==> config.mk <==
export PLATFORM = sky130hd
export DESIGN_NAME = bdsd1_seq
export DESIGN_NICKNAME = d
export VERILOG_FILES = /design/src/rtl/core/bdsd1_pkg.sv /design/src/rtl/core/bdsd1_sow.sv /design/src/rtl/core/bdsd1_seq.sv
export SDC_FILE = /design/constraint.sdc
export NUM_CORES = 1
export LEC_CHECK = 0
export BUFFER_PORTS_ARGS = -buffer_cell sky130_fd_sc_hd__buf_2
export CAP_MARGIN = 20
export CORE_UTILIZATION = 48
export CTS_CLUSTER_DIAMETER = 50
export DETAILED_ROUTE_END_ITERATION = 8
export GPL_ROUTABILITY_DRIVEN = 0
export GPL_TIMING_DRIVEN = 0
export PLACE_DENSITY = 0.76
export SETUP_SLACK_MARGIN = 0.05
export SYNTH_ARGS = -nofsm -noshare
export SYNTH_HDL_FRONTEND = slang
export SYNTH_SLANG_ARGS = --single-unit
==> constraint.sdc <==
create_clock -name clk -period 16.67 [get_ports clk]
set_clock_uncertainty 0.15 [all_clocks]
set_input_delay 5.001 -clock clk [delete_from_list [all_inputs] [get_ports clk]]
set_output_delay 5.001 -clock clk [all_outputs]
set_load 0.02 [all_outputs]
==> src/rtl/core/bdsd1_pkg.sv <==
// shared types and constants for the beidou d1 subframe assembler
// no dependencies; every rtl file refers to this package by scoped names
`default_nettype none

package bdsd1_pkg;

  // block geometry
  localparam int SAT_COUNT          = 64;
  localparam int WORDS_PER_SUBFRAME = 10;
  localparam int SUBFRAMES          = 3;
  localparam int STORE_DEPTH        = SAT_COUNT * SUBFRAMES * WORDS_PER_SUBFRAME;
  localparam int ADDR_W             = $clog2(STORE_DEPTH);
  localparam int SLOT_W             = 6;
  localparam int SAT_W              = 7;
  localparam int WORD_W             = 30;
  localparam int WIDX_W             = 4;
  localparam int SOW_W              = 20;

  // seconds-of-week checks
  localparam logic [SOW_W-1:0] WEEK_SECONDS = 20'd604800;
  localparam logic [SOW_W-1:0] SOW_STEP     = 20'd6;

  // configuration port
  localparam int PADDR_W    = 4;
  localparam int CFG_DATA_W = 64;

  typedef enum logic {
    REG_GEO_MASK = 1'b0,
    REG_NONE     = 1'b1
  } reg_idx_t;

  typedef logic [WORD_W-1:0] word_t;
  typedef word_t [WORDS_PER_SUBFRAME-1:0] word_arr_t;

  // sequencer states
  typedef enum logic [2:0] {
    ST_IDLE,
    ST_WRITE,
    ST_VUPD,
    ST_SOW_HI,
    ST_SOW_LO,
    ST_SOW_CMP,
    ST_EMIT
  } st_t;

  // store port request from the sequencer
  typedef struct packed {
    logic              we;
    logic [ADDR_W-1:0] waddr;
    word_t             wdata;
    logic [ADDR_W-1:0] raddr;
  } mem_req_t;

  // result of the shared seconds-of-week unit
  typedef struct packed {
    logic             over;
    logic             step_bad;
    logic [SOW_W-1:0] sow;
  } sow_res_t;

endpackage

`default_nettype wire

==> src/rtl/core/bdsd1_sow.sv <==
// shared seconds-of-week unit: assembles the 20-bit value, checks the week
// limit and the 6 s step against the previous subframe; depends on bdsd1_pkg
`default_nettype none

module bdsd1_sow (
  input  wire logic [7:0]                   hi,
  input  wire bdsd1_pkg::word_t             lo_word,
  input  wire logic [bdsd1_pkg::SOW_W-1:0]  prev,
  input  wire logic                         first,
  output bdsd1_pkg::sow_res_t               res
);

  logic [bdsd1_pkg::SOW_W-1:0] sow;
  logic [bdsd1_pkg::SOW_W-1:0] expect_sow;

  // high 8 bits from word 0, low 12 bits from word 1 bits 29:18
  assign sow        = {hi, lo_word[29:18]};
  assign expect_sow = bdsd1_pkg::SOW_W'(prev + bdsd1_pkg::SOW_STEP);

  assign res.sow      = sow;
  assign res.over     = (sow >= bdsd1_pkg::WEEK_SECONDS);
  assign res.step_bad = !first && (sow != expect_sow);

endmodule

`default_nettype wire

==> src/rtl/core/bdsd1_seq.sv <==
// sequencer: subframe capture, store writes, valid bits, time checks and
// word emission; depends on bdsd1_pkg and bdsd1_sow
`default_nettype none

module bdsd1_seq (
  input  wire logic                             clk,
  input  wire logic                             rst_n,
  input  wire logic                             start,
  output logic                                  busy,
  input  wire logic [bdsd1_pkg::SAT_W-1:0]      in_sat_id,
  input  wire bdsd1_pkg::word_arr_t             in_words,
  input  wire logic [bdsd1_pkg::SAT_COUNT-1:0]  geo_mask,
  output bdsd1_pkg::mem_req_t                   mem_req,
  input  wire bdsd1_pkg::word_t                 rdata,
  output logic                                  out_valid,
  output logic      [bdsd1_pkg::SAT_W-1:0]      out_sat,
  output logic      [1:0]                       out_subframe,
  output logic      [bdsd1_pkg::WIDX_W-1:0]     out_word_index,
  output logic                                  out_last
);

  localparam int AW = bdsd1_pkg::ADDR_W;
  localparam int WL = bdsd1_pkg::WORDS_PER_SUBFRAME - 1;

  bdsd1_pkg::st_t                   state_r, state_nxt;
  bdsd1_pkg::word_t                 words_r [bdsd1_pkg::WORDS_PER_SUBFRAME];
  logic [bdsd1_pkg::SAT_W-1:0]      sat_r, sat_nxt;
  logic [bdsd1_pkg::SLOT_W-1:0]     slot_r, slot_nxt;
  logic [1:0]                       sfi_r, sfi_nxt;
  logic [AW-1:0]                    sbase_r, sbase_nxt;
  logic [AW-1:0]                    wptr_r, wptr_nxt;
  logic [AW-1:0]                    rptr_r, rptr_nxt;
  logic [bdsd1_pkg::WIDX_W-1:0]     wcnt_r, wcnt_nxt;
  logic [bdsd1_pkg::WIDX_W-1:0]     widx_r, widx_nxt;
  logic [1:0]                       sf_r, sf_nxt;
  logic [7:0]                       hi_r, hi_nxt;
  logic [bdsd1_pkg::SOW_W-1:0]      prev_r, prev_nxt;
  logic                             mis_r, mis_nxt;
  logic [2:0]                       valid_r [bdsd1_pkg::SAT_COUNT];
  logic                             vwe;
  logic [2:0]                       vdata;
  logic [2:0]                       vnew;
  logic                             ov_r, ov_nxt;
  logic [bdsd1_pkg::SAT_W-1:0]      osat_r, osat_nxt;
  logic [1:0]                       osf_r, osf_nxt;
  logic [bdsd1_pkg::WIDX_W-1:0]     owi_r, owi_nxt;
  logic                             olast_r, olast_nxt;

  // input decode
  logic                             acc;
  logic [bdsd1_pkg::SLOT_W-1:0]     in_slot;
  logic [2:0]                       fid;
  logic [1:0]                       in_sfi;
  logic                             in_ok;
  logic [AW-1:0]                    in_sbase;
  logic [AW-1:0]                    sf_off;
  logic                             emit_last;
  bdsd1_pkg::sow_res_t              sres;

  assign acc      = start && (state_r == bdsd1_pkg::ST_IDLE);
  assign in_slot  = bdsd1_pkg::SLOT_W'(in_sat_id - 1'b1);
  assign fid      = in_words[0][14:12];
  assign in_sfi   = 2'(fid[1:0] - 2'd1);
  assign in_ok    = (in_sat_id != '0)
                 && (in_sat_id <= bdsd1_pkg::SAT_W'(bdsd1_pkg::SAT_COUNT))
                 && !geo_mask[in_slot]
                 && (fid != 3'd0) && !fid[2];
  // slot * 30 as a shift and subtract
  assign in_sbase = AW'({in_slot, 5'b0}) - AW'({in_slot, 1'b0});

  always_comb begin
    case (in_sfi)
      2'd0:    sf_off = AW'(0);
      2'd1:    sf_off = AW'(bdsd1_pkg::WORDS_PER_SUBFRAME);
      default: sf_off = AW'(2 * bdsd1_pkg::WORDS_PER_SUBFRAME);
    endcase
  end

  assign emit_last = (sf_r == 2'd2) && (widx_r == bdsd1_pkg::WIDX_W'(WL));
  assign vnew      = valid_r[slot_r] | (3'b001 << sfi_r);

  // shared compare unit
  bdsd1_sow u_sow (
    .hi      (hi_r),
    .lo_word (rdata),
    .prev    (prev_r),
    .first   (sf_r == 2'd0),
    .res     (sres)
  );

  // next state and outputs
  always_comb begin
    state_nxt     = state_r;
    sat_nxt       = sat_r;
    slot_nxt      = slot_r;
    sfi_nxt       = sfi_r;
    sbase_nxt     = sbase_r;
    wptr_nxt      = wptr_r;
    rptr_nxt      = rptr_r;
    wcnt_nxt      = wcnt_r;
    widx_nxt      = widx_r;
    sf_nxt        = sf_r;
    hi_nxt        = hi_r;
    prev_nxt      = prev_r;
    mis_nxt       = mis_r;
    vwe           = 1'b0;
    vdata         = vnew;
    ov_nxt        = 1'b0;
    osat_nxt      = osat_r;
    osf_nxt       = osf_r;
    owi_nxt       = owi_r;
    olast_nxt     = 1'b0;
    mem_req.we    = 1'b0;
    mem_req.waddr = wptr_r;
    mem_req.wdata = words_r[wcnt_r];
    mem_req.raddr = rptr_r;

    unique case (state_r)
      bdsd1_pkg::ST_IDLE: begin
        if (start && in_ok) begin
          sat_nxt   = in_sat_id;
          slot_nxt  = in_slot;
          sfi_nxt   = in_sfi;
          sbase_nxt = in_sbase;
          wptr_nxt  = AW'(in_sbase + sf_off);
          wcnt_nxt  = '0;
          state_nxt = bdsd1_pkg::ST_WRITE;
        end
      end
      bdsd1_pkg::ST_WRITE: begin
        mem_req.we = 1'b1;
        wptr_nxt   = AW'(wptr_r + 1'b1);
        wcnt_nxt   = bdsd1_pkg::WIDX_W'(wcnt_r + 1'b1);
        if (wcnt_r == bdsd1_pkg::WIDX_W'(WL)) begin
          state_nxt = bdsd1_pkg::ST_VUPD;
        end
      end
      bdsd1_pkg::ST_VUPD: begin
        vwe = 1'b1;
        if (vnew == 3'b111) begin
          rptr_nxt  = sbase_r;
          sf_nxt    = '0;
          mis_nxt   = 1'b0;
          state_nxt = bdsd1_pkg::ST_SOW_HI;
        end else begin
          state_nxt = bdsd1_pkg::ST_IDLE;
        end
      end
      bdsd1_pkg::ST_SOW_HI: begin
        state_nxt = bdsd1_pkg::ST_SOW_LO;
      end
      bdsd1_pkg::ST_SOW_LO: begin
        mem_req.raddr = AW'(rptr_r + 1'b1);
        hi_nxt        = rdata[11:4];
        state_nxt     = bdsd1_pkg::ST_SOW_CMP;
      end
      bdsd1_pkg::ST_SOW_CMP: begin
        if (sres.over) begin
          // the first subframe found past the end of week loses its valid bit
          vwe       = 1'b1;
          vdata     = valid_r[slot_r] & ~(3'b001 << sf_r);
          state_nxt = bdsd1_pkg::ST_IDLE;
        end else begin
          prev_nxt = sres.sow;
          mis_nxt  = mis_r | sres.step_bad;
          if (sf_r == 2'd2) begin
            if (mis_r || sres.step_bad) begin
              state_nxt = bdsd1_pkg::ST_IDLE;
            end else begin
              rptr_nxt  = sbase_r;
              sf_nxt    = '0;
              widx_nxt  = '0;
              state_nxt = bdsd1_pkg::ST_EMIT;
            end
          end else begin
            sf_nxt    = 2'(sf_r + 2'd1);
            rptr_nxt  = AW'(rptr_r + AW'(bdsd1_pkg::WORDS_PER_SUBFRAME));
            state_nxt = bdsd1_pkg::ST_SOW_HI;
          end
        end
      end
      bdsd1_pkg::ST_EMIT: begin
        // read issued now, word shows on the next cycle
        ov_nxt    = 1'b1;
        osat_nxt  = sat_r;
        osf_nxt   = 2'(sf_r + 2'd1);
        owi_nxt   = widx_r;
        olast_nxt = emit_last;
        rptr_nxt  = AW'(rptr_r + 1'b1);
        if (widx_r == bdsd1_pkg::WIDX_W'(WL)) begin
          widx_nxt = '0;
          sf_nxt   = 2'(sf_r + 2'd1);
        end else begin
          widx_nxt = bdsd1_pkg::WIDX_W'(widx_r + 1'b1);
        end
        if (emit_last) begin
          vwe       = 1'b1;
          vdata     = 3'b000;
          state_nxt = bdsd1_pkg::ST_IDLE;
        end
      end
      default: begin
        state_nxt = bdsd1_pkg::ST_IDLE;
      end
    endcase
  end

  // state and control registers
  always_ff @(posedge clk) begin
    if (!rst_n) begin
      state_r <= bdsd1_pkg::ST_IDLE;
      ov_r    <= 1'b0;
      olast_r <= 1'b0;
    end else begin
      state_r <= state_nxt;
      ov_r    <= ov_nxt;
      olast_r <= olast_nxt;
    end
  end

  // payload and counters
  always_ff @(posedge clk) begin
    sat_r   <= sat_nxt;
    slot_r  <= slot_nxt;
    sfi_r   <= sfi_nxt;
    sbase_r <= sbase_nxt;
    wptr_r  <= wptr_nxt;
    rptr_r  <= rptr_nxt;
    wcnt_r  <= wcnt_nxt;
    widx_r  <= widx_nxt;
    sf_r    <= sf_nxt;
    hi_r    <= hi_nxt;
    prev_r  <= prev_nxt;
    mis_r   <= mis_nxt;
    osat_r  <= osat_nxt;
    osf_r   <= osf_nxt;
    owi_r   <= owi_nxt;
  end

  // capture the subframe words on a start transfer
  always_ff @(posedge clk) begin
    if (acc) begin
      for (int i = 0; i < bdsd1_pkg::WORDS_PER_SUBFRAME; i++) begin
        words_r[i] <= in_words[i];
      end
    end
  end

  // per-satellite valid bits
  always_ff @(posedge clk) begin
    if (!rst_n) begin
      for (int i = 0; i < bdsd1_pkg::SAT_COUNT; i++) begin
        valid_r[i] <= 3'b000;
      end
    end else if (vwe) begin
      valid_r[slot_r] <= vdata;
    end
  end

  assign busy           = (state_r != bdsd1_pkg::ST_IDLE);
  assign out_valid      = ov_r;
  assign out_sat        = osat_r;
  assign out_subframe   = osf_r;
  assign out_word_index = owi_r;
  assign out_last       = olast_r;

endmodule

`default_nettype wire

==> reports/qor.csv <==
stage,metric,value,unit
run_status,status,"complete, no violations",
critical_path,crit_fanout,10,
die,top_level_ports,473,
critical_path,path_class,reg -> out,
cts,clock_root_cell,sky130_fd_sc_hd__clkbuf_16,
global_route,grt_first_pass_wirelength,115000,um
die,die-width,239,um
cts,cts_tree,yes,
yosys,synth.largest_area_cell,sky130_fd_sc_hd__edfxtp_1,
drt,detail_route.iter0.violations,1962,
sta,final_period_minus_worst_setup_slack,9.25,ns
pwr,p_seq_share,42.1,%
yosys,synth_nets,2269,
yosys,syn_area,27000,um^2
die,dieArea,57300,um^2
sta,finalHoldViolCount,0,
finish,share_of_final_layout_standard_cells_stronger_than_drive_strength_1,31.3,%
yosys,synth.top_cells.by_area,"sky130_fd_sc_hd__edfxtp_1, sky130_fd_sc_hd__mux4_2, sky130_fd_sc_hd__nor2_1",
global_route,grt.overflow.total,0,
die,floorplan.initialDensity,48.9,%
yosys,xor_xnor_share_of_the_synthesized_area,2.17,%
pwr,sw_frac_of_total,31.1,%
sta,slew_headroom,23.5,%
cts,cts_sinks,605,
cts,cts_resized,0,
cts,worst_skew_pair.late_latency,0.62,ns
finish,finalNetCount,2811,
yosys,synth_adder_area_share,1.09,%
die,die_height,239,um
critical_path,setup.worst_path.end_class,output port,
finish,final_instance_area,32800,um^2
sta,setup_tns,0,ns
drt,final_antenna_net_count,0,
min_path,hold_path.class,reg -> reg,
critical_path,r2r_cells,10,
cts,total_number_of_h_tree_levels,3,
yosys,yosysUniqueCellTypes,79,
pwr,power-per-cell-area,143,nW/um^2
placed_design,portBuffers,461,
yosys,synth_top_family_by_area,multiplexers,
global_route,grt_max_degree,79,
drt,route.vias.total,18600,
pwr,totalPowerFinal,0.00471,W
yosys,synth-seq-area-share,66.7,%
cts,numCtsBuffers,70,
critical_path,crit_arrival,4.10,ns
sta,holdWs,0.303,ns
critical_path,cp-endpoint,mem_req[27],
cts,total_of_hold_buffers_inserted_after_clock_tree_synthesis,0,
cts,post_cts_buffers,0,
sta,grt_setup_unrepaired,no,
placed_design,detailedPlacementHpwl,59500,um
drt,wl_per_cell,24.7,um
yosys,synth_largest_type_area_fraction,65.6,%
sta,report.final.slew_viol_count,0,
drt,drt-vias-per-instance,5.79,
finish,layout.cells.most_common_list,"sky130_fd_sc_hd__edfxtp_1, sky130_fd_sc_hd__buf_2, sky130_fd_sc_hd__nor2_1",
finish,area_delta_synth_final,21.5,%
critical_path,worst_r2r_endpoint,rptr_r[6],
cts,cts-root-to-sink-buffers,3,
die,coreArea,55300,um^2
global_route,globalRouteTotalUtil,27.7,%
drt,remaining_drc_errors,0,
pwr,power.combinational.fraction,25.6,%
pwr,leakage_power,12.3,nW
sta,layout_worst_path_cycle_share,55.5,%
yosys,synth_compound_area_share,5.32,%
yosys,post_synth_mux_area_share,12.4,%
die,placement_rows,86,
pwr,p_sw,0.00147,W
finish,fillers,4263,
critical_path,worst_ep_required_time,11.52,ns
yosys,synthesis.instances,1842,
run,cap_violations,0,
yosys,synthesis.area_per_instance,14.7,um^2
cts,clock_slew_at_reported_path_ffs,0.06,ns
pwr,max-vdd-ir-drop,0.129,mV
placed_design,placed_area,30400,um^2
sta,max_freq,0.108,GHz
critical_path,worst_setup_path_start_kind,flip-flop,
yosys,synthesis.yosys.warnings,0,
drt,firstDrtPassIters,5,
finish,mostFrequentLayoutCell,sky130_fd_sc_hd__edfxtp_1,
pwr,internal-power,0.00324,W
drt,wirelength,79500,um
global_route,antenna_found_initial,39,
global_route,first_global_vias,18900,
yosys,ys_ff_latch,605,
critical_path,timing.reg2reg.setup_slack,12.62,ns
pwr,part_of_the_total_power_dissipated_in_the_clock_network,32.3,%
yosys,synthSimpleGateAreaFrac,10.0,%
yosys,synth-edff-count,590,
sta,setup_violations,0,
sta,worst_pin_slew,1.14,ns
yosys,async_reset_ff_share,0,%
yosys,synth_ff_type,sky130_fd_sc_hd__edfxtp_1,
cell type report:
cell class	instances	area (um^2)	area share [%]
Timing Repair Buffer	470	2470	7.52
Tap cell	748	936	2.85
Clock inverter	39	404	1.23
Sequential cell	605	18000	54.9
Multi-Input combinational cell	1097	8370	25.5
Clock buffer	89	1910	5.83
Antenna cell	29	72.6	0.221
Inverter	38	143	0.435
Buffer	102	500	1.52
stage by stage:
stage	setup slack, ns	utilization [%]	std cells
4_1_cts	7.20	59.2	3185
3_3_place_gp	1.83	54.7	3051
3_5_place_dp	6.98	55.0	3057
6_report	7.42	59.4	3217
5_1_grt	7.23	59.3	3208
2_1_floorplan	4.05	-	1842
critical path, stage by stage (launching register included):
cell and delay [ns]:
sky130_fd_sc_hd__dfxtp_1 0.33, sky130_fd_sc_hd__clkbuf_1 0.57, sky130_fd_sc_hd__buf_1 0.77, sky130_fd_sc_hd__mux4_2 0.58, sky130_fd_sc_hd__nor2b_1 0.14, sky130_fd_sc_hd__a211oi_1 0.78, sky130_fd_sc_hd__a21oi_1 0.09, sky130_fd_sc_hd__buf_2 0.21
power groups by stage:
stage | Sequential, W | Combinational (W) | Clock (W)
2_1_floorplan | 0.00205 | 0.000751 | 0
3_3_place_gp | 0.00208 | 0.00116 | 0
5_1_grt | 0.00200 | 0.00127 | 0.00159
6_report | 0.00198 | 0.00120 | 0.00152
4_1_cts | 0.00198 | 0.00121 | 0.00153
3_5_place_dp | 0.00201 | 0.00120 | 0
kinds of logic (layout without fill, tap and decap cells):
| logic type | Yosys count | after routing |
|---|---|---|
| buf+inv | 140 | 738 |
| fa+ha+maj | 23 | 23 |
| simple gates | 607 | 607 |
| compound gates | 217 | 217 |
| flops | 605 | 605 |
| xor+xnor | 66 | 66 |
| mux | 184 | 184 |
| other cells | 0 | 29 |
routing by layer:
metal	track usage (%)	wire length (um)
met1	31.5	27000
met2	47.4	40100
met3	7.24	7720
met5	0	75
met4	16.1	4620
synth_stat cells, drive strengths merged (4+ instances only):
cell	count
a21oi	60
and3	6
nand2b	12
o211ai	4
nand3b	8
nor2	256
edfxtp	590
nor3	19
or2	8
dfxtp	15
o22ai	19
a311oi	4
mux2	7
and2	5
xor2	23
nor3b	5
nand3	31
inv	37
mux4	119
and4	4
a21o	5
nor2b	45
xnor2	43
a31oi	9
mux2i	58
a22oi	7
nand2	187
o31ai	9
ha	22
nand4	12
buf	46
o21ai	35
a211oi	32
clkbuf	56
sequential cells by signal (all words and copies together) (netlist names), 6 cells and up, named ones only:
name     count
hi_r         8
out_sat      7
prev_r      20
rptr_r      11
sat_r        7
sbase_r      9
slot_r       6
valid_r    192
words_r    300
wptr_r      11
worst min-delay path by stage:
| stage | to | depth (start not counted) | startpoint | slack, ns |
|---|---|---|---|---|
| CTS | out_sat[2] | 0 | sat_r[2] | 0.31 |
| global route | out_sat[2] | 0 | sat_r[2] | 0.31 |
| global placement | out_sat[0] | 0 | sat_r[0] | 0.29 |
| detailed placement | out_sat[0] | 0 | sat_r[0] | 0.28 |
| finish | out_sat[2] | 0 | sat_r[2] | 0.30 |
| floorplan | out_sat[0] | 0 | sat_r[0] | 0.25 |
Power figures use the tool's default switching activity.
