### src/rtl/core/bdsd1_pkg.sv
// shared types and constants for the beidou d1 subframe assembler
// no dependencies; every rtl file refers to this package by scoped names
`default_nettype none

package bdsd1_pkg;

  // block geometry
  localparam int SAT_COUNT          = 64;
  localparam int WORDS_PER_SUBFRAME = 10;
  localparam int SUBFRAMES          = 3;
  localparam int STORE_DEPTH        = SAT_COUNT * SUBFRAMES * WORDS_PER_SUBFRAME;
  localparam int ADDR_W             = $clog2(STORE_DEPTH);
  localparam int SLOT_W             = 6;
  localparam int SAT_W              = 7;
  localparam int WORD_W             = 30;
  localparam int WIDX_W             = 4;
  localparam int SOW_W              = 20;

  // seconds-of-week checks
  localparam logic [SOW_W-1:0] WEEK_SECONDS = 20'd604800;
  localparam logic [SOW_W-1:0] SOW_STEP     = 20'd6;

  // configuration port
  localparam int PADDR_W    = 4;
  localparam int CFG_DATA_W = 64;

  typedef enum logic {
    REG_GEO_MASK = 1'b0,
    REG_NONE     = 1'b1
  } reg_idx_t;

  typedef logic [WORD_W-1:0] word_t;
  typedef word_t [WORDS_PER_SUBFRAME-1:0] word_arr_t;

  // sequencer states
  typedef enum logic [2:0] {
    ST_IDLE,
    ST_WRITE,
    ST_VUPD,
    ST_SOW_HI,
    ST_SOW_LO,
    ST_SOW_CMP,
    ST_EMIT
  } st_t;

  // store port request from the sequencer
  typedef struct packed {
    logic              we;
    logic [ADDR_W-1:0] waddr;
    word_t             wdata;
    logic [ADDR_W-1:0] raddr;
  } mem_req_t;

  // result of the shared seconds-of-week unit
  typedef struct packed {
    logic             over;
    logic             step_bad;
    logic [SOW_W-1:0] sow;
  } sow_res_t;

endpackage

`default_nettype wire

### src/rtl/core/bdsd1_cfg.sv
// apb-style configuration register holding the geo satellite mask
// depends on bdsd1_pkg
`default_nettype none

module bdsd1_cfg (
  input  wire logic                               clk,
  input  wire logic                               rst_n,
  input  wire logic                               psel,
  input  wire logic                               penable,
  input  wire logic                               pwrite,
  input  wire logic [bdsd1_pkg::PADDR_W-1:0]      paddr,
  input  wire logic [bdsd1_pkg::CFG_DATA_W-1:0]   pwdata,
  output logic      [bdsd1_pkg::CFG_DATA_W-1:0]   prdata,
  output logic                                    pready,
  output logic      [bdsd1_pkg::SAT_COUNT-1:0]    geo_mask
);

  bdsd1_pkg::reg_idx_t                      reg_idx;
  logic [bdsd1_pkg::SAT_COUNT-1:0]          mask_r;
  logic [bdsd1_pkg::SAT_COUNT-1:0]          mask_nxt;

  // registers sit on 8-byte boundaries
  assign reg_idx  = bdsd1_pkg::reg_idx_t'(paddr[bdsd1_pkg::PADDR_W-1]);
  assign pready   = 1'b1;
  assign geo_mask = mask_r;

  // write decode
  always_comb begin
    mask_nxt = mask_r;
    if (psel && penable && pwrite && (reg_idx == bdsd1_pkg::REG_GEO_MASK)) begin
      mask_nxt = pwdata[bdsd1_pkg::SAT_COUNT-1:0];
    end
  end

  always_ff @(posedge clk) begin
    if (!rst_n) begin
      mask_r <= '0;
    end else begin
      mask_r <= mask_nxt;
    end
  end

  // read decode
  always_comb begin
    unique case (reg_idx)
      bdsd1_pkg::REG_GEO_MASK: prdata = bdsd1_pkg::CFG_DATA_W'(mask_r);
      default:                 prdata = '0;
    endcase
  end

endmodule

`default_nettype wire

### config.mk
export PLATFORM = sky130hd
export DESIGN_NAME = bdsd1_cfg
export DESIGN_NICKNAME = d
export VERILOG_FILES = /design/src/rtl/core/bdsd1_pkg.sv /design/src/rtl/core/bdsd1_cfg.sv
export SDC_FILE = /design/constraint.sdc
export NUM_CORES = 1
export LEC_CHECK = 0
export BUFFER_PORTS_ARGS = -buffer_cell sky130_fd_sc_hd__buf_2
export CAP_MARGIN = 15
export CORE_UTILIZATION = 37
export DETAILED_ROUTE_END_ITERATION = 10
export MAX_ROUTING_LAYER = met4
export PLACE_DENSITY_LB_ADDON = 0.3
export SETUP_SLACK_MARGIN = 0.05
export SLEW_MARGIN = 5
export SYNTH_ARGS = -nofsm -noshare
export SYNTH_HDL_FRONTEND = slang
export SYNTH_SLANG_ARGS = --single-unit
### constraint.sdc
create_clock -name clk -period 2 [get_ports clk]
set_input_delay 0.3 -clock clk [delete_from_list [all_inputs] [get_ports clk]]
set_output_delay 0.3 -clock clk [all_outputs]
set_load 0.01 [all_outputs]
==> key figures, run 1 <==
Finish
  • Layout cell share with drive strength beyond 1: 0.399
  • Layout Nets: between 600 and 700
  • Max reg flops: 64
  • Layout Cells excl Fill: 641
  • Area Growth Syn to Fin: 37.3%
  • Highest-count cells in the layout ignoring fill and taps: buf_2 (196), nand2_1 (128), nor2b_1 (64), mux2i_1 (64), dfxtp_1 (64)
  • Commonest non-fill, non-tap cell in the layout: buf_2
  • ANT cells: 0
  • FILL cells: roughly 780

Floorplanning
  • Row count: 32
  • Full die area: approximately 8600 um^2
  • Die W: 92.6 um
  • Initial Util: 0.387
  • Core area: 7850 um^2
  • Chip height: 92.6 um
  • I/O pin count: 202

Routing
  • Vias: 2879
  • Routed length per instance: around 11 um
  • Residual DRC count: 0
  • Final ANT Viol Nets: 0
  • 1st-iter DRT viols: 79
  • Drt pass-1 iters: 4
  • Vias/cell: approximately 4.5
  • Final WL: between 7000 and 8000 um

Global route
  • Global route total overflow: 0
  • Vias in the first global route: between 2000 and 2500
  • Initial antenna violation count: 0
  • Global Route Usage Sum: 0.171
  • First-pass GRT wire length: 11300 um
  • Pin count of the biggest net entering global routing: ~130

Clock tree
  • H-tree levels: 3
  • Clock Latency Late Sink: ~0.32 ns
  • Sink Count: 64
  • Num CTS Buffers: 9
  • TritonCTS clock tree: built
  • Post-CTS sizing: 0
  • Buffer count from post-CTS setup fixing: 0
  • Post-CTS Hold Fix Bufs: 0
  • Clock root buffer: clkbuf_8
  • Reg clk slew, reported paths: ~0.07 ns
  • CTS max path bufs: 2

Timing
  • Final Slew Violations: 0
  • Slew headroom: 0.655
  • Final Hold Viols: 0
  • Fmax: roughly 760 MHz
  • Endpoints failing setup: 0
  • Crit path time final: ~1.3 ns
  • Final setup TNS: 0 ns
  • Fin crit share: 0.655
  • Worst-Margin Slew: 0.517 ns
  • Worst Skew: 0 ns
  • RSZ-0062 raised after global routing: false

Worst hold path
  • Min-delay src: pwdata[53]
  • Hold Crit Class: input port to flop
  • Hold endpoint: geo_mask[53]
  • Hold depth: 3

Yosys
  • Register area share after synthesis: 0.422
  • Synth area leaders: dfxtp_1 (42%), mux2i_1 (21%), nand2_1 (16%)
  • Yosys top cell by area: dfxtp_1
  • Ys Warns: 0
  • Syn Std Cell Area: slightly above 3000 um^2
  • Syn Area/Cell: about 8.7 um^2
  • Yosys top cell area share: 0.422
  • Synth cell types: 12
  • Register bit count reported by yosys: 64
  • Cells after Synth: between 300 and 400
  • Post-synth net total: about 420

Power
  • Int Power: about 2 mW
  • Sw frac: 0.240
  • Sequential power share: 0.501
  • Peak VDD IR: around 0.3 mV
  • Leak: roughly 2.1 nW
  • Clock share of power: 0.391
  • Sw Pwr: between 600 and 700 uW
  • Combinational share of power: 0.109
  • Pwr dens: ~630 nW/um^2

Setup path
  • Worst reg2reg setup slack: 1.36 ns
  • Crit-path max FO: 3
  • Launching point of the worst reg2reg path: geo_mask[39]
  • Worst reg2reg path endpoint: geo_mask[39]
  • Worst Setup End Kind: output pin
  • Critical path data arrival time: between 1 and 1.5 ns
  • Critical Path RT: about 1.7 ns
  • Worst setup SP type: flop
  • WS Path Type: flop to output pin
  • R2R cell count: 2

Status
  • Status: finished clean

Placed design
  • RePlAce Congestion: between 0.7 and 0.8
  • Placed cells: 625
  • Post-DP HPWL: 5110 um
  • I/O Buffers: between 150 and 200

Run
  • Max-Cap Viols: 0
power groups by stage:
stage / combinational (mW) / sequential (mW) / clock, mW
finish: 0.287 / 1.32 / 1.03
global route: 0.319 / 1.33 / 1.14
CTS: 0.290 / 1.32 / 1.07
detailed placement: 0.290 / 1.35 / 0
global placement: 0.283 / 1.35 / 0
floorplan: 0.161 / 1.36 / 0
metal layers:
| layer | wire length (um) | GRT usage | up-vias |
|---|---|---|---|
| li1 | - | - | 1467 |
| met1 | 3280 | 0.199 | 1264 |
| met2 | 3310 | 0.275 | 137 |
| met3 | 589 | 0.0452 | 11 |
| met4 | 114 | 0.0782 | 0 |
| met5 | 0 | - | - |
synthesized netlist by cell type:
cell type and instances:
and4b_1 1, buf_1 1, buf_12 6, buf_2 4, buf_4 1, buf_6 1
clkbuf_1 16, conb_1 1, dfxtp_1 64, mux2i_1 64, nand2_1 128, nor2b_1 64
cell type report:
cell class,instances,area (um^2),share of cell area
clock buffer,12,135,0.0324
clock inverter,4,45.0,0.0108
multi-input combinational,258,1540,0.369
sequential,64,1280,0.307
tap,102,128,0.0306
timing repair buffer,201,1040,0.250
through the flow:
| stage | hold WS (ns) | setup WS [ns] | area [um^2] | power, mW | utilization |
|---|---|---|---|---|---|
| 4_1_cts | 0.189 | 0.646 | 4170 | 2.68 | 0.532 |
| 3_3_place_gp | 0.450 | 0.561 | 3990 | 1.63 | 0.509 |
| 2_1_floorplan | 0.442 | 0.850 | 3040 | 1.52 | - |
| 3_5_place_dp | 0.457 | 0.492 | 3990 | 1.64 | 0.509 |
| 6_report | 0.207 | 0.690 | 4170 | 2.64 | 0.532 |
| 5_1_grt | 0.187 | 0.600 | 4170 | 2.79 | 0.532 |
critical path: stages, from the launching register on:
cell and delay [ns]:
dfxtp_1 0.35, nor2b_1 0.18, buf_2 0.15
cells by family (layout without fill, tap and decap cells):
group | after synthesis | in the layout | synth area share
simple gates | 193 | 193 | 0.293
other cells | 1 | 1 | 0.00123
mux | 64 | 64 | 0.211
flops | 64 | 64 | 0.422
buf+inv | 29 | 217 | 0.0733
worst max-delay path by stage:
stage                 start  slack [ns]            to
3_5_place_dp       paddr[3]        0.49  geo_mask[39]
5_1_grt        geo_mask[41]        0.60    prdata[41]
2_1_floorplan      paddr[3]        0.85    prdata[10]
3_3_place_gp       paddr[3]        0.56  geo_mask[62]
4_1_cts        geo_mask[18]        0.65    prdata[18]
6_report       geo_mask[18]        0.69    prdata[18]
(Power assumes the default switching activity.)
==> inputs of run 2 (changes only) <==
==> constraint.sdc (replaced) <==
create_clock -name clk -period 1.25 [get_ports clk]
set_input_delay 0.1875 -clock clk [delete_from_list [all_inputs] [get_ports clk]]
set_output_delay 0.1875 -clock clk [all_outputs]
set_load 0.01 [all_outputs]
==> run 2 against run 1 <==
Net effect:
- global-route usage grew 0.48 points
- setup slack got worse by 0.59 ns
- register-to-register slack got worse by 0.72 ns
- clock skew unchanged
- wire length increased by 2.6%
- sequential power is 61% higher
- die area is the same
- flip-flop and latch count unchanged
- final area up 4.0%
- power grew 66%
- sequential share of layout area decreased by 0.10 points
- critical path type unchanged
- critical endpoint is now prdata[34]
- core utilization up 2.2 points
- largest cell class unchanged
==> key figures, run 2 (synthesis gave the netlist of run 1 again) <==
Floorplanning
  • Core area: 7850 um^2 (unchanged)
  • Full die area: 8580 um^2 (unchanged)
  • Initial Util: 0.387 (unchanged)
  • Chip height: 92.6 um (unchanged)
  • Row count: 32 (unchanged)
  • Die W: 92.6 um (unchanged)
  • I/O pin count: 202 (unchanged)

Clock tree
  • Sink Count: 64 (unchanged)
  • Clock Latency Late Sink: 0.33 ns (about the same)
  • TritonCTS clock tree: built
  • CTS max path bufs: 2 (unchanged)
  • Reg clk slew, reported paths: 0.07 ns (about the same)
  • Clock root buffer: clkbuf_8
  • Num CTS Buffers: 9 (unchanged)
  • H-tree levels: 3 (unchanged)
  • Buffer count from post-CTS setup fixing: 0 (unchanged)

Timing
  • Crit path time final: 1.15 ns
  • Final Slew Violations: 0 (unchanged)
  • RSZ-0062 raised after global routing: true
  • Fmax: ~870 MHz
  • Final setup TNS: 0 ns (unchanged)
  • Final Hold Viols: 0 (unchanged)
  • Endpoints failing setup: 0 (unchanged)
  • Worst Skew: 0 ns (unchanged)
  • Fin crit share: 0.918
  • Hold Slack: 0.0856 ns (-0.121 ns)

Worst hold path
  • Hold Crit Class: input port to flop
  • Hold depth: 3 (unchanged)
  • Min-delay src: pwdata[43]

Routing
  • Vias/cell: 4.48 (-0.31%)
  • Drt pass-1 iters: 4 (unchanged)
  • Vias: 2888 (+0.31%)
  • 1st-iter DRT viols: 72 (-8.9%)
  • Residual DRC count: 0 (unchanged)
  • Final ANT Viol Nets: 0 (unchanged)
  • Final WL: 7480 um (+2.6%)
  • Routed length per instance: 11.6 um (+2.0%)

Finish
  • Register area: 1330 um^2 (+3.7%)
  • Area Growth Syn to Fin: 42.8%
  • Final non-filler cell area: 4340 um^2 (+4.0%)
  • ANT cells: 0 (unchanged)
  • Layout Nets: 611 (+0.66%)
  • Area taken by multi-input logic gates: 1590 um^2 (+3.1%)
  • Layout cell share with drive strength beyond 1: 0.499 (+0.100)
  • Highest-count cells in the layout ignoring fill and taps: buf_2 (196), nand2_1 (128), mux2i_1 (64)
  • Max reg flops: 64 (unchanged)
  • Fin util: 0.553 (+0.0215)
  • Commonest non-fill, non-tap cell in the layout: buf_2
  • FILL cells: 756 (-2.8%)

Setup path
  • Critical Path RT: 1.06 ns (-0.64 ns)
  • Worst Setup End Kind: output pin
  • CP Launch Point: geo_mask[34]
  • Crit-path max FO: 3 (unchanged)
  • R2R cell count: 2 (unchanged)
  • Critical path data arrival time: 0.96 ns (-0.05 ns)
  • WS Path Type: flop to output pin
  • Launching point of the worst reg2reg path: geo_mask[36]
  • Worst setup SP type: flop

Global route
  • Global route total overflow: 0 (unchanged)
  • Routing usage on met1: 0.196 (-0.00315)
  • Pin count of the biggest net entering global routing: 50 (-61%)
  • GR peak layer: met2
  • GRT met3 Usage: 0.0476 (+0.00246)
  • Vias in the first global route: 2492 (+0.61%)
  • Initial antenna violation count: 0 (unchanged)
  • Routing usage on met2: 0.294 (+0.0191)
  • First-pass GRT wire length: 11500 um (+1.6%)
  • Global Route Usage Sum: 0.176 (+0.00477)

Placed design
  • Post-DP HPWL: 5450 um (+6.5%)
  • RePlAce Congestion: 0.767 (-1.4%)
  • Placed cell area: 4050 um^2 (+1.4%)
  • I/O Buffers: 197 (unchanged)

Run
  • Max-Cap Viols: 0 (unchanged)

Power
  • Peak VDD IR: 0.489 mV (+63%)
  • Pwr dens: 1010 nW/um^2 (+59%)
  • Leak: 2.17 nW (+2.7%)

Status
  • Status: finished clean
[run 2: cell types whose count changed in the layout (fill, tap and decap cells not counted), sizes merged]
cell,change
clkbuf,+1
clkinv,-1
buf,+4
[run 2: worst paths after layout]
path / slack (ns) / endpoint
worst max-delay path: 0.10 / prdata[34]
worst min-delay path: 0.09 / geo_mask[43]
worst max register to register: 0.64 / geo_mask[36]
worst min register to register: 0.46 / geo_mask[43]
[run 2: what timing repair did]
| action | in CTS | in global routing |
|---|---|---|
| hold buffers | 0 | 0 |
| endpoints found under the hold margin | 0 | 0 |
| endpoints found under the setup margin | 3 | 41 |
| gates resized for setup | 3 | 49 |
[run 2: through the flow]
step	total power, mW	instances	setup WS [ns]
after floorplan	2.44	351	0.252
after global placement	2.63	629	0.0625
after detailed placement	2.64	629	0.00859
after CTS	4.44	645	0.0507
after global routing	4.60	645	0.0347
final	4.37	645	0.102
[run 2: worst max-delay path: stages (launching register included)]
cell and delay [ns]:
dfxtp_2 0.34, nor2b_1 0.14, buf_2 0.15
[run 2: area by class of cell]
| type | instances | share of cell area |
|---|---|---|
| tap | 102 | 0.0294 |
| multi-input combinational | 258 | 0.366 |
| sequential | 64 | 0.306 |
| clock buffer | 13 | 0.0366 |
| clock inverter | 3 | 0.00922 |
| timing repair buffer | 205 | 0.253 |
[run 2: routing by layer]
metal,share of wire,vias to the layer above
li1,-,1472
met1,0.43,1267
met2,0.47,138
met3,0.077,11
met4,0.016,0
met5,0,-
[run 2: report_power, final]
part / leakage, nW / total (mW) / internal, mW / switching, mW
Combinational: 1.53 / 0.484 / 0.229 / 0.255
Clock: 0.103 / 1.77 / 1.03 / 0.743
Sequential: 0.536 / 2.12 / 2.09 / 0.0317
Total: 2.17 / 4.37 / 3.34 / 1.03
==> inputs of run 3 (changes only) <==
--- a/config.mk
+++ b/config.mk
@@ -5,6 +5,7 @@
 export SDC_FILE = /design/constraint.sdc
 export NUM_CORES = 1
 export LEC_CHECK = 0
+export ABC_AREA = 1
 export BUFFER_PORTS_ARGS = -buffer_cell sky130_fd_sc_hd__buf_2
 export CAP_MARGIN = 15
 export CORE_UTILIZATION = 37
==> run 3 against run 2 <==
Net effect:
- die area is 9.6% higher
- sequential share of layout area decreased by 2.2 points
- setup slack got worse by 0.0071 ns
- register-to-register slack worse by 0.09 ns
- core utilization down 1.9 points
- hold slack improved by 0.080 ns
==> key figures, run 3 <==
Status
  • Status: finished clean

Yosys
  • Yosys top cell by area: dfxtp_1
  • Cells after Synth: 553 (+58%)
  • Ys Warns: 0 (unchanged)
  • Mux cell area share after synthesis: 0 (-0.211)
  • Synth Area in Adders: 0 (unchanged)
  • Ys async rst share: 0 (unchanged)
  • Syn Std Cell Area: 3340 um^2 (+9.8%)
  • Count leader, synth: nor2_1
  • Compound-Gate Fraction of Synth Area: 0 (unchanged)
  • Top cells by count, synth: nor2_1 (192), inv_1 (129), dfxtp_1 (64), nand2_1 (64), nand3_1 (64)
  • Syn Area/Cell: 6.03 um^2 (-30%)
  • Post-synth net total: 626 (+48%)
  • Synth area leaders: dfxtp_1 (38%), nor2_1 (22%), inv_1 (15%)
  • Number of synthesized flops with an enable pin: 0 (unchanged)
  • Main synth FF type: dfxtp_1
  • Simple-gate share of the synthesized area: 0.397 (+0.104)
  • Main combinational cell family by area after synthesis: simple AND/OR/NAND/NOR gates
  • Register bit count reported by yosys: 64 (unchanged)
  • Post-synthesis xor/xnor area fraction: 0 (unchanged)
  • Synth cell types: 14 (+2)
  • Register area share after synthesis: 0.384 (-0.0376)
  • Yosys top cell area share: 0.384 (-0.0376)

Setup path
  • Crit path max-delay family: flip-flops
  • Worst path cell trace: inv_2 -> nor2_1 -> buf_2
  • Critical Path RT: 1.06 ns (about the same)
  • Bufs and invs on worst path: 2 (+1)
  • Slowest CP cell: dfxtp_2
  • Max incr delay on CP: 0.35 ns (about the same)
  • Worst Setup End Kind: output pin
  • WS Path Type: flop to output pin
  • Crit-path max FO: 3 (unchanged)
  • Critical path data arrival time: 0.97 ns (about the same)
  • Worst setup SP type: flop

Timing
  • Worst Skew: 0 ns (unchanged)
  • Endpoints failing setup: 0 (unchanged)
  • Fmax: 866 MHz (-0.61%)
  • Final setup TNS: 0 ns (unchanged)
  • Final Slew Violations: 0 (unchanged)
  • RSZ-0062 raised after global routing: true
  • Crit path time final: 1.16 ns (+0.00710 ns)
  • Hold Slack: 0.165 ns (+0.0796 ns)
  • Worst setup margin: 0.0949 ns (-0.00710 ns)
  • Final Hold Viols: 0 (unchanged)
  • Fin crit share: 0.924 (+0.00568)

Floorplanning
  • I/O pin count: 202 (unchanged)
  • Chip height: 97.0 um (+4.7%)
  • Initial Util: 0.383 (-0.00464)
  • Die W: 97.0 um (+4.7%)
  • Full die area: 9400 um^2 (+9.6%)
  • Core area: 8720 um^2 (+11%)
  • Row count: 34 (+6.3%)

Global route
  • Global Route Usage Sum: 0.188 (+0.0120)
  • Initial antenna violation count: 0 (unchanged)
  • Vias in the first global route: 3172 (+27%)
  • First-pass GRT wire length: 14200 um (+24%)
  • Global route total overflow: 0 (unchanged)
  • Pin count of the biggest net entering global routing: 65 (+30%)

Clock tree
  • TritonCTS clock tree: built
  • Sink Count: 64 (unchanged)
  • Reg clk slew, reported paths: 0.07 ns (about the same)
  • Post-CTS Hold Fix Bufs: 0 (unchanged)
  • H-tree levels: 3 (unchanged)
  • CTS max path bufs: 2 (unchanged)
  • Clock Latency Late Sink: 0.33 ns (about the same)
  • Clock root buffer: clkbuf_8
  • Num CTS Buffers: 9 (unchanged)

Finish
  • Fin util: 0.534 (-0.0194)
  • Layout cell share with drive strength beyond 1: 0.357 (-0.142)
  • Register area: 1320 um^2 (-0.38%)
  • Max reg flops: 64 (unchanged)
  • Area Growth Syn to Fin: 39.5%
  • Area taken by multi-input logic gates: 1330 um^2 (-16%)
  • Commonest non-fill, non-tap cell in the layout: buf_2
  • Highest-count cells in the layout ignoring fill and taps: buf_2 (197), nor2_1 (192), inv_1 (126)
  • ANT cells: 0 (unchanged)
  • Layout Nets: 813 (+33%)
  • FILL cells: 861 (+14%)

Routing
  • Vias: 3608 (+25%)
  • Vias/cell: 4.23 (-5.5%)
  • 1st-iter DRT viols: 94 (+31%)
  • Routed length per instance: 10.1 um (-13%)
  • Final WL: 8650 um (+16%)
  • Residual DRC count: 0 (unchanged)
  • Drt pass-1 iters: 5 (+1)
  • Final ANT Viol Nets: 0 (unchanged)

Run
  • Max-Cap Viols: 0 (unchanged)

Placed design
  • RePlAce Congestion: 0.764 (-0.42%)
  • Post-DP HPWL: 6020 um (+11%)
  • I/O Buffers: 197 (unchanged)
  • Setup slack at placement: 0.135 ns (+0.126 ns)

Power
  • Final total power: 4.68 mW (+7.0%)
  • Peak VDD IR: 0.534 mV (+9.4%)
  • Leak: 2.71 nW (+25%)
  • Pwr dens: 1010 nW/um^2 (-0.25%)

Worst hold path
  • Hold Crit Class: input port to flop
==> run 3: tightest hold or removal path: stages <==
cell,delay (ns)
buf_2,0.07
inv_1,0.03
nand3_1,0.06
nand2_1,0.04
nor2_1,0.07
==> run 3: routing by layer <==
layer / up-vias / track usage / wire (um)
li1: 1940 / - / -
met1: 1548 / 0.200 / 3720
met2: 108 / 0.341 / 4370
met3: 12 / 0.0441 / 446
met4: 0 / 0.0597 / 114
met5: - / - / 0
==> run 3: cell families (layout without fill, tap and decap cells) <==
logic type	count (synthesis)	after routing
and+or+nand+nor	324	324
DFF	64	64
buffers and inverters	164	356
other	1	1
==> run 3: final cells by class <==
cell class              instances  share of cell area
clock buffers                  13              0.0341
clock inverters                 3             0.00860
inverters                     131               0.106
multi-input cells             325               0.285
flip-flops and latches         64               0.284
well taps                     108              0.0290
repair buffers                209               0.253
==> run 3: worst paths after layout <==
check	start	to	slack, ns	cells after the start
max	geo_mask[15]	prdata[15]	0.09	3
min reg2reg	geo_mask[49]	geo_mask[49]	0.49	2
min	pwdata[51]	geo_mask[51]	0.17	5
max reg2reg	geo_mask[58]	geo_mask[58]	0.55	3
==> run 3: timing repair <==
| action | in CTS | in global routing |
|---|---|---|
| cloned | 0 | 0 |
| buffers inserted | 0 | 4 |
| resized for setup | 1 | 36 |
| setup endpoints to repair | 1 | 34 |
| pin swaps | 0 | 4 |
==> run 3: per-stage QoR <==
step	cell area, um^2	instances
after floorplan	3340	553
after global placement	4380	833
after detailed placement	4380	833
after CTS	4580	849
after global routing	4650	853
final	4650	853
==> run 3: power by group <==
| group | switching, mW | internal (mW) | leakage [nW] |
|---|---|---|---|
| clock | 0.762 | 1.03 | 0.103 |
| sequential | 0.0543 | 2.12 | 0.536 |
| combinational | 0.406 | 0.311 | 2.07 |
